==> src/rtl/gs_pkg.sv <==
`default_nettype none
package gs_pkg;

  localparam logic [1:0] REQ_MATRIX = 2'd0;
  localparam logic [1:0] REQ_GUESS  = 2'd1;
  localparam logic [1:0] REQ_START  = 2'd2;

  localparam int CFG_IDX_W = 2;
  localparam logic [CFG_IDX_W-1:0] CFG_MAX_SWEEPS  = 2'd0;
  localparam logic [CFG_IDX_W-1:0] CFG_EPS_SQUARED = 2'd1;
  localparam logic [CFG_IDX_W-1:0] CFG_ACTIVE_SIZE = 2'd2;

  localparam logic [15:0] MAX_SWEEPS_RST  = 16'd10000;
  localparam logic [62:0] EPS_SQUARED_RST = 63'd281;
  localparam logic [4:0]  ACTIVE_SIZE_RST = 5'd16;

  localparam logic signed [63:0] S64_MAX = {1'b0, {63{1'b1}}};
  localparam logic signed [63:0] S64_MIN = {1'b1, 63'd0};

  typedef struct packed {
    logic [1:0]         req_type;
    logic [3:0]         row_index;
    logic [3:0]         col_index;
    logic signed [63:0] value;
  } req_t;

  typedef struct packed {
    logic [3:0]         elem_index;
    logic signed [63:0] elem_value;
    logic               last;
    logic               converged;
    logic               div_error;
    logic [15:0]        sweeps_used;
  } res_t;

  typedef struct packed {
    logic load_mat;
    logic load_vec;
    logic start_run;
    logic i_clr;
    logic i_inc;
    logic j_clr;
    logic j_inc;
    logic acc_clr;
    logic cap_diag;
    logic mul_row;
    logic acc_add;
    logic div_row;
    logic row_write;
    logic mul_sq;
    logic norm_clr;
    logic norm_add;
    logic sweep_inc;
    logic set_conv;
    logic total_clr;
    logic total_add;
    logic sum_check;
    logic div_out;
    logic out_load;
  } cmd_t;

  typedef struct packed {
    logic j_last;
    logic i_last;
    logic j_eq_i;
    logic diag_zero;
    logic total_zero;
    logic norm_lt_eps;
    logic sweep_lt_max;
    logic max_zero;
    logic mul_done;
    logic div_done;
    logic out_busy;
  } status_t;

  function automatic logic [63:0] mag(input logic signed [63:0] v);
    mag = v[63] ? (64'd0 - v) : v;
  endfunction

  function automatic logic signed [63:0] from_mag(input logic neg, input logic [63:0] m);
    if (!neg) from_mag = m[63] ? S64_MAX : m;
    else      from_mag = m[63] ? S64_MIN : (64'd0 - m);
  endfunction

  function automatic logic signed [63:0] sat_add(input logic signed [63:0] a,
                                                 input logic signed [63:0] b);
    logic [64:0] s;
    s = {a[63], a} + {b[63], b};
    if (s[64] != s[63]) sat_add = s[64] ? S64_MIN : S64_MAX;
    else                sat_add = s[63:0];
  endfunction

  function automatic logic signed [63:0] sat_sub(input logic signed [63:0] a,
                                                 input logic signed [63:0] b);
    logic [64:0] s;
    s = {a[63], a} - {b[63], b};
    if (s[64] != s[63]) sat_sub = s[64] ? S64_MIN : S64_MAX;
    else                sat_sub = s[63:0];
  endfunction

endpackage
`default_nettype wire

==> src/rtl/gs_ctrl.sv <==
`default_nettype none
module gs_ctrl (
  input  wire logic            clk,
  input  wire logic            rst,
  input  wire logic            req_valid,
  input  wire logic [1:0]      req_type,
  output logic                 req_ready,
  output gs_pkg::cmd_t         cmd,
  input  wire gs_pkg::status_t status
);
  import gs_pkg::*;

  typedef enum logic [4:0] {
    ST_IDLE, ST_START, ST_SWEEP_INIT, ST_ROW_INIT, ST_ROW_RD, ST_ROW_USE,
    ST_ROW_MUL, ST_ROW_DIV, ST_ROW_DIVW, ST_ROW_WR, ST_ROW_SQ, ST_ROW_SQW,
    ST_SWEEP_END, ST_SWEEP_CHK, ST_SUM_INIT, ST_SUM_RD, ST_SUM_ADD, ST_SUM_CHK,
    ST_OUT_RD, ST_OUT_USE, ST_OUT_DIVW, ST_OUT_PUT
  } state_t;

  state_t state, state_next;

  assign req_ready = state == ST_IDLE;

  always_comb begin
    cmd        = '0;
    state_next = state;
    case (state)
      ST_IDLE: begin
        if (req_valid) begin
          case (req_type)
            REQ_MATRIX: cmd.load_mat = 1'b1;
            REQ_GUESS:  cmd.load_vec = 1'b1;
            REQ_START: begin
              cmd.start_run = 1'b1;
              state_next    = ST_START;
            end
            default: ;
          endcase
        end
      end
      ST_START:      state_next = status.max_zero ? ST_SUM_INIT : ST_SWEEP_INIT;
      ST_SWEEP_INIT: begin
        cmd.i_clr    = 1'b1;
        cmd.norm_clr = 1'b1;
        state_next   = ST_ROW_INIT;
      end
      ST_ROW_INIT: begin
        cmd.j_clr   = 1'b1;
        cmd.acc_clr = 1'b1;
        state_next  = ST_ROW_RD;
      end
      ST_ROW_RD:     state_next = ST_ROW_USE;
      ST_ROW_USE: begin
        if (status.j_eq_i) begin
          cmd.cap_diag = 1'b1;
          if (status.j_last) state_next = ST_ROW_DIV;
          else begin
            cmd.j_inc  = 1'b1;
            state_next = ST_ROW_RD;
          end
        end else begin
          cmd.mul_row = 1'b1;
          state_next  = ST_ROW_MUL;
        end
      end
      ST_ROW_MUL: begin
        if (status.mul_done) begin
          cmd.acc_add = 1'b1;
          if (status.j_last) state_next = ST_ROW_DIV;
          else begin
            cmd.j_inc  = 1'b1;
            state_next = ST_ROW_RD;
          end
        end
      end
      ST_ROW_DIV: begin
        if (status.diag_zero) state_next = ST_ROW_WR;
        else begin
          cmd.div_row = 1'b1;
          state_next  = ST_ROW_DIVW;
        end
      end
      ST_ROW_DIVW:   if (status.div_done) state_next = ST_ROW_WR;
      ST_ROW_WR: begin
        cmd.row_write = 1'b1;
        state_next    = ST_ROW_SQ;
      end
      ST_ROW_SQ: begin
        cmd.mul_sq = 1'b1;
        state_next = ST_ROW_SQW;
      end
      ST_ROW_SQW: begin
        if (status.mul_done) begin
          cmd.norm_add = 1'b1;
          if (status.i_last) state_next = ST_SWEEP_END;
          else begin
            cmd.i_inc  = 1'b1;
            state_next = ST_ROW_INIT;
          end
        end
      end
      ST_SWEEP_END: begin
        cmd.sweep_inc = 1'b1;
        state_next    = ST_SWEEP_CHK;
      end
      ST_SWEEP_CHK: begin
        if (status.norm_lt_eps) begin
          cmd.set_conv = 1'b1;
          state_next   = ST_SUM_INIT;
        end else if (status.sweep_lt_max) state_next = ST_SWEEP_INIT;
        else state_next = ST_SUM_INIT;
      end
      ST_SUM_INIT: begin
        cmd.j_clr     = 1'b1;
        cmd.total_clr = 1'b1;
        state_next    = ST_SUM_RD;
      end
      ST_SUM_RD:     state_next = ST_SUM_ADD;
      ST_SUM_ADD: begin
        cmd.total_add = 1'b1;
        if (status.j_last) state_next = ST_SUM_CHK;
        else begin
          cmd.j_inc  = 1'b1;
          state_next = ST_SUM_RD;
        end
      end
      ST_SUM_CHK: begin
        cmd.sum_check = 1'b1;
        cmd.j_clr     = 1'b1;
        state_next    = ST_OUT_RD;
      end
      ST_OUT_RD:     state_next = ST_OUT_USE;
      ST_OUT_USE: begin
        if (status.total_zero) state_next = ST_OUT_PUT;
        else begin
          cmd.div_out = 1'b1;
          state_next  = ST_OUT_DIVW;
        end
      end
      ST_OUT_DIVW:   if (status.div_done) state_next = ST_OUT_PUT;
      ST_OUT_PUT: begin
        if (!status.out_busy) begin
          cmd.out_load = 1'b1;
          if (status.j_last) state_next = ST_IDLE;
          else begin
            cmd.j_inc  = 1'b1;
            state_next = ST_OUT_RD;
          end
        end
      end
      default:       state_next = ST_IDLE;
    endcase
  end

  always_ff @(posedge clk) begin
    if (rst) state <= ST_IDLE;
    else     state <= state_next;
  end
endmodule
`default_nettype wire

==> config.mk <==
export PLATFORM = sky130hd
export DESIGN_NAME = gs_ctrl
export DESIGN_NICKNAME = d
export VERILOG_FILES = /design/src/rtl/gs_pkg.sv /design/src/rtl/gs_ctrl.sv
export SDC_FILE = /design/constraint.sdc
export NUM_CORES = 1
export LEC_CHECK = 0
export BUFFER_PORTS_ARGS = -buffer_cell sky130_fd_sc_hd__buf_4
export CAP_MARGIN = 30
export CORE_MARGIN = 2
export CORE_UTILIZATION = 47
export CTS_CLUSTER_DIAMETER = 60
export DETAILED_ROUTE_END_ITERATION = 10
export PLACE_DENSITY = 0.8
export SLEW_MARGIN = 20
export SYNTH_ARGS = -nofsm -noshare
export SYNTH_HDL_FRONTEND = slang
export SYNTH_SLANG_ARGS = --single-unit
==> constraint.sdc <==
create_clock -name clk -period 2.2 [get_ports clk]
set_input_delay 0.22 -clock clk [delete_from_list [all_inputs] [get_ports clk]]
set_output_delay 0.22 -clock clk [all_outputs]
set_load 0.1 [all_outputs]
==> results.md, run 1 <==
### Synthesis
• proportion of register bits with asynchronous set or reset after synthesis: 0%
• mean instance size in the synthesized netlist: 6.70 um2
• register area share after synthesis: 11.1%
• number of distinct library cells after synthesis: 46
• post-synthesis instance area: 905 um2
• Synth Flop Type: sky130_fd_sc_hd__dfxtp_1
• count of flip-flops with a built-in enable after synthesis: 0
• Warnings, synthesis: 0
• flop and latch count out of synthesis: 5
• cell type contributing the most total cell area after synthesis: sky130_fd_sc_hd__dfxtp_1
• number of instances in the synthesized netlist: 135
• post-synth top area share: 11.1%
• most area-consuming cells after synthesis: sky130_fd_sc_hd__dfxtp_1 (11%), sky130_fd_sc_hd__nor2_1 (8.3%), sky130_fd_sc_hd__a2111oi_4 (6.1%)
• post-synthesis net count: 151

### Die
• Core Box Area: 0.00176 mm2
• initial core utilization: 51.3%
• total die area: 0.00229 mm2
• Row Count: 15
• Chip Width: 47.9 um
• count of pins on the block boundary: 40
• Die Height: 47.9 um

### Pwr
• IR Drop Worst-Case VDD: 0.664 mV
• power density of the placed cells: 851 mW/mm2
• Final Total Pwr: 1.13 mW
• leakage power of the design: 0.529 nW

### Status
• outcome: complete, no violations

### Setup path
• critical setup path kind: reg -> out
• Register-to-Register Setup Slack: 420 ps
• worst path required time: 1980 ps
• r2r endpoint: state[4]
• crit-path max FO: 14
• startpoint of the most critical register-to-register path: state[3]
• crit path DAT: 1870 ps
• critical path capture point type: output port
• sort of element at the start of the critical path: register
• Reg2Reg Depth: 5

### Clocking
• clock tree from TritonCTS: yes
• clock transition at the register clock pins on the worst setup and hold paths after CTS: 50 ps
• cts hold-fix bufs: 0
• number of buffers created by CTS: 3
• Clk Tree Root Cell: sky130_fd_sc_hd__clkbuf_4
• buffer levels on the longest clock path: 2
• clock latency of the later-clocked register in the worst-skew pair: 240 ps
• Num Clock Sinks: 5
• number of levels in the clock H-tree: 1
• buffer count from post-CTS setup fixing: 0

### STA
• ratio of final minimum period to clock period: 95.1%
• Final Hold Violating Endpoints: 0
• unrepaired setup endpoints after global routing: false
• upper clock frequency limit: 478 MHz
• # setup viols final: 0
• time the final worst path needs with I/O delays and setup: 2090 ps
• slew at the pin closest to its max-slew limit: 514 ps
• Final Max Tran Viols: 0
• relative slew slack: 65.7%
• clock skew after layout: 3.01 ps

### Routing
• routed length on met3: 179 um
• Routed WL: 2820 um
• vias: 1120
• DRC marker count from the first detailed-route iteration: 29
• Via-to-Cell Ratio: 5.74
• DRT antenna net count: 0
• number of remaining DRC errors: 0
• first drt pass iteration count: 4
• Detail Route met2 WL: 1370 um
• top layer used by detailed routing: met4
• Routed wire per std cell: 14.4 um
• Metal-1 WL: 1260 um

### Cells and area
• Largest register FFs: 5
• share of cells above drive strength 1: 45.9%
• final standard cell utilization of the core: 75.1%
• NumNets Final: 187
• area delta synth->final: 46.5%
• registers with the highest flip-flop counts: state (5)
• filler cell count in the final layout: 152
• largest register by flop count: state
• diodes inserted: 0

### Flow run
• Max Cap Viol: 0

### Worst hold path
• Hold Crit Depth: 3
• hold_sp: rst
• min-delay worst type: in -> reg
• destination of the worst hold path: state[1]

### Place
• hpwl dp: 2230 um
• number of input and output port buffers inserted: 39
• Routability Congestion: 0.907

### Global routing
• total grt overflow: 0
• initial antenna violation count: 0
• via count of the first global-routing pass: 986
• wire length of the first global-routing pass: 4510 um
• pin count of the biggest net entering global routing: 26
• GRT Util Overall: 26.8%

[cells in the mapped netlist (2+ instances only)]
master,n
sky130_fd_sc_hd__nor2_1,20
sky130_fd_sc_hd__nand2_1,13
sky130_fd_sc_hd__nor3_1,10
sky130_fd_sc_hd__a21oi_1,8
sky130_fd_sc_hd__nand2b_1,6
sky130_fd_sc_hd__o21ai_0,6
sky130_fd_sc_hd__buf_2,5
sky130_fd_sc_hd__dfxtp_1,5
sky130_fd_sc_hd__inv_1,5
sky130_fd_sc_hd__o2bb2ai_1,4
sky130_fd_sc_hd__and3_1,3
sky130_fd_sc_hd__and3b_1,3
sky130_fd_sc_hd__buf_4,3
sky130_fd_sc_hd__nand3_1,3
sky130_fd_sc_hd__nand3b_1,3
sky130_fd_sc_hd__nor2b_1,3
sky130_fd_sc_hd__a2111oi_4,2
sky130_fd_sc_hd__a311oi_1,2
sky130_fd_sc_hd__and2_1,2
sky130_fd_sc_hd__buf_1,2
sky130_fd_sc_hd__clkbuf_1,2
[cell families (layout without fill, tap and decap cells)]
logic type | Yosys count | in the layout | share of synthesized area [%]
flip-flops | 5 | 5 | 11.1
AND/OR/NAND/NOR | 79 | 79 | 48.6
AO/OA/AOI/OAI | 33 | 33 | 30.2
buffers and inverters | 18 | 53 | 10.2
[layer usage]
metal	vias up	track usage [%]
met1	510	40.8
met5	-	0
met2	46	40.3
met4	0	5.41
met3	2	3.02
li1	562	-
[worst max path at each step]
stage	startpoint	to	slack (ps)	cells after the start
2_1_floorplan	state[1]	cmd[22]	-550	4
4_1_cts	state[4]	cmd[21]	50	6
6_report	state[3]	cmd[18]	110	5
3_3_place_gp	state[2]	cmd[16]	270	5
5_1_grt	state[3]	cmd[18]	10	5
3_5_place_dp	state[2]	state[4]	210	5
[report_power, final]
group / leakage [nW] / internal, mW / total [mW] / switching, mW
logic: 0.472 / 0.252 / 0.830 / 0.578
registers: 0.0416 / 0.112 / 0.189 / 0.0771
clock network: 0.0150 / 0.0687 / 0.109 / 0.0399
total: 0.529 / 0.433 / 1.13 / 0.695
[layout make-up]
type                    count  area [um2]  area share, %
flip-flops and latches      5         103           7.74
inverters                   5        18.8           1.42
repair buffers             44         330           24.9
clock buffers               4        26.3           1.98
well taps                  25        31.3           2.36
multi-input cells         112         816           61.6
[critical path, stage by stage, from the launching register on]
cell and delay (ps):
sky130_fd_sc_hd__dfxtp_1 550, sky130_fd_sc_hd__buf_4 290, sky130_fd_sc_hd__and2_1 220, sky130_fd_sc_hd__nand2_1 130, sky130_fd_sc_hd__nor3_4 120, sky130_fd_sc_hd__buf_4 310
[cells in the final DEF (no fill, tap or decap), types with 2 or more instances in the layout]
master,count
sky130_fd_sc_hd__nand3_1,3
sky130_fd_sc_hd__nor3_1,4
sky130_fd_sc_hd__nand2b_1,6
sky130_fd_sc_hd__a2111oi_4,2
sky130_fd_sc_hd__buf_4,44
sky130_fd_sc_hd__nand3b_1,3
sky130_fd_sc_hd__and3b_1,3
sky130_fd_sc_hd__nor2_2,7
sky130_fd_sc_hd__o21ai_0,5
sky130_fd_sc_hd__nor3_4,4
sky130_fd_sc_hd__nor2_1,13
sky130_fd_sc_hd__dfxtp_1,3
sky130_fd_sc_hd__nand2_1,13
sky130_fd_sc_hd__inv_1,5
sky130_fd_sc_hd__nor3_2,2
sky130_fd_sc_hd__nor2b_1,2
sky130_fd_sc_hd__clkbuf_4,3
sky130_fd_sc_hd__o2bb2ai_1,4
sky130_fd_sc_hd__and2_1,2
sky130_fd_sc_hd__a311oi_1,2
sky130_fd_sc_hd__a21oi_1,7
sky130_fd_sc_hd__dfxtp_2,2
[stage by stage]
stage / cells / hold slack, ps / setup TNS, ps / area, um2 / setup slack [ps]
3_5_place_dp: 191 / 537 / 0 / 1290 / 205
6_report: 195 / 274 / 0 / 1330 / 107
2_1_floorplan: 135 / 395 / -938 / 1020 / -550
3_3_place_gp: 191 / 524 / 0 / 1290 / 273
5_1_grt: 195 / 285 / 0 / 1330 / 13.5
4_1_cts: 195 / 273 / 0 / 1320 / 46.7
[what timing repair did]
| action | 4_1_cts | 5_1_grt |
|---|---|---|
| gates cloned | 0 | 0 |
| hold endpoints to repair | 0 | 0 |
| endpoints found under the setup margin | 1 | 3 |
| resized for setup | 1 | 2 |
No activity file was read; power rests on OpenSTA's default activity.
==> run 2: changes to the inputs <==
--- a/config.mk
+++ b/config.mk
@@ -7,11 +7,11 @@
 export LEC_CHECK = 0
 export BUFFER_PORTS_ARGS = -buffer_cell sky130_fd_sc_hd__buf_4
 export CAP_MARGIN = 30
-export CORE_MARGIN = 2
 export CORE_UTILIZATION = 47
 export CTS_CLUSTER_DIAMETER = 60
 export DETAILED_ROUTE_END_ITERATION = 10
 export PLACE_DENSITY = 0.8
+export REMOVE_ABC_BUFFERS = 1
 export SLEW_MARGIN = 20
 export SYNTH_ARGS = -nofsm -noshare
 export SYNTH_HDL_FRONTEND = slang
==> results.md, run 2 (synthesis results as in run 1) <==
### STA
• time the final worst path needs with I/O delays and setup: 2100 ps, +2.87 ps
• hold slack: 279 ps, +5.37 ps
• unrepaired setup endpoints after global routing: false
• Final Hold Violating Endpoints: 0, unchanged
• # setup viols final: 0, unchanged
• crit path setup slack, layout: 104 ps, -2.87 ps
• setup TNS: 0 ps, unchanged
• ratio of final minimum period to clock period: 95.3%, +0.13 points
• relative slew slack: 66.9%, +1.2 points
• clock skew after layout: 7.04 ps, +4.02 ps
• upper clock frequency limit: 477 MHz, -0.14%
• Final Max Tran Viols: 0, unchanged
• slew at the pin closest to its max-slew limit: 496 ps, -17.2 ps

### Pwr
• Sequential Power Share: 16.0%, -0.8 points
• internal portion of total power: 440 uW, +1.8%
• proportion of power drawn by the clock network: 9.9%, +0.3 points
• Switching Share: 59.8%, -1.8 points
• IR Drop Worst-Case VDD: 0.918 mV, +38%
• power density of the placed cells: 888 mW/mm2, +4.4%
• Final Total Pwr: 1.10 mW, -2.7%
• leakage power of the design: 0.514 nW, -2.7%
• Combinational Power Share: 74.2%, +0.6 points
• total net switching power: 656 uW, -5.6%

### Global routing
• wire length of the first global-routing pass: 4240 um, -6.1%
• pin count of the biggest net entering global routing: 20, -23%
• total grt overflow: 0, unchanged
• GRT Util Overall: 27.5%, +0.77 points
• via count of the first global-routing pass: 935, -5.2%
• initial antenna violation count: 0, unchanged

### Die
• Core Box Area: 0.00176 mm2, unchanged
• initial core utilization: 51.3%, unchanged
• count of pins on the block boundary: 40, unchanged
• Chip Width: 45.9 um, -4.2%
• Row Count: 15, unchanged
• Die Height: 45.9 um, -4.2%
• total die area: 0.00210 mm2, -8.2%

### Routing
• DRT antenna net count: 0, unchanged
• Via-to-Cell Ratio: 5.83, +1.5%
• first drt pass iteration count: 4, unchanged
• vias: 1137, +1.5%
• Routed WL: 2770 um, -1.7%
• number of remaining DRC errors: 0, unchanged
• Routed wire per std cell: 14.2 um, -1.7%
• DRC marker count from the first detailed-route iteration: 41, +41%

### Clocking
• cts hold-fix bufs: 0, unchanged
• buffer levels on the longest clock path: 2, unchanged
• number of buffers created by CTS: 3, unchanged
• clock transition at the register clock pins on the worst setup and hold paths after CTS: 50 ps, about the same
• clock latency of the later-clocked register in the worst-skew pair: 240 ps, about the same
• Clk Tree Root Cell: sky130_fd_sc_hd__clkbuf_4
• clock tree from TritonCTS: yes
• number of levels in the clock H-tree: 1, unchanged
• Num Clock Sinks: 5, unchanged

### Cells and area
• final standard cell utilization of the core: 70.0%, -5.1 points
• filler cell count in the final layout: 166, +9.2%
• area delta synth->final: 36.5%
• final std cells w/o fill: 195, unchanged
• registers with the highest flip-flop counts: state (5)
• NumNets Final: 187, unchanged
• largest register by flop count: state
• Largest register FFs: 5, unchanged
• diodes inserted: 0, unchanged
• cell area after layout: 0.00123 mm2, -6.8%
• commonest non-fill, non-tap cell in the layout: sky130_fd_sc_hd__buf_4
• share of cells above drive strength 1: 34.1%, -12 points
• leading cell types in the layout, fill and taps excluded: sky130_fd_sc_hd__buf_4 (43), sky130_fd_sc_hd__nor2_1 (19), sky130_fd_sc_hd__nand2_1 (13)

### Setup path
• worst path required time: 1980 ps, about the same
• sort of element at the start of the critical path: register
• critical path capture point type: output port
• crit-path max FO: 14, unchanged
• crit path DAT: 1880 ps, about the same
• critical setup path kind: reg -> out

### Place
• Routability Congestion: 0.900, -0.71%
• Placed Cells: 191, unchanged
• hpwl dp: 2180 um, -2.2%
• dpl cell area: 0.00120 mm2, -6.9%
• number of input and output port buffers inserted: 39, unchanged
• setup slack after placement: 358 ps, +153 ps

### Flow run
• Max Cap Viol: 0, unchanged

### Status
• outcome: complete, no violations

### Worst hold path
• min-delay worst type: in -> reg

## run 2: power groups by stage
stage	Clock (mW)	Sequential, mW	Combinational (mW)
floorplan	0	0.199	0.550
global placement	0	0.171	0.801
detailed placement	0	0.174	0.809
CTS	0.109	0.173	0.812
global route	0.110	0.182	0.874
finish	0.108	0.175	0.813
## run 2: timing repair
item                       4_1_cts  5_1_grt
setup endpoints to repair        0        2
gates resized for setup          0        2
setup buffers                    0        0
## run 2: worst paths after layout
| kind | start | end | slack [ps] | cells after the start |
|---|---|---|---|---|
| setup / recovery | state[4] | cmd[16] | 100 | 5 |
| hold / removal | rst | state[3] | 280 | 3 |
| setup reg to reg | state[4] | state[2] | 420 | 5 |
| hold reg to reg | state[2] | state[2] | 600 | 1 |
## run 2: cell type report
class / instances / area [um2] / area share, %
clock buffer: 4 / 26.3 / 2.13
tap: 25 / 31.3 / 2.53
timing repair buffer: 44 / 343 / 27.8
inverter: 5 / 18.8 / 1.52
multi-input combinational: 112 / 714 / 57.9
sequential: 5 / 101 / 8.21
## run 2: metal layers
layer | up-vias | part of all wire, % | global-route usage [%]
met5 | - | 0 | 0
met4 | 0 | 1.2 | 10.0
met3 | 4 | 8.6 | 1.98
met2 | 61 | 49 | 42.3
met1 | 507 | 42 | 39.7
li1 | 565 | - | -
## run 2: worst max-delay path: stages (launching register included)
cell and delay, ps:
sky130_fd_sc_hd__dfxtp_1 620, sky130_fd_sc_hd__or2b_2 390, sky130_fd_sc_hd__nor2_1 90, sky130_fd_sc_hd__o21ai_0 80, sky130_fd_sc_hd__a21oi_1 130, sky130_fd_sc_hd__buf_4 300
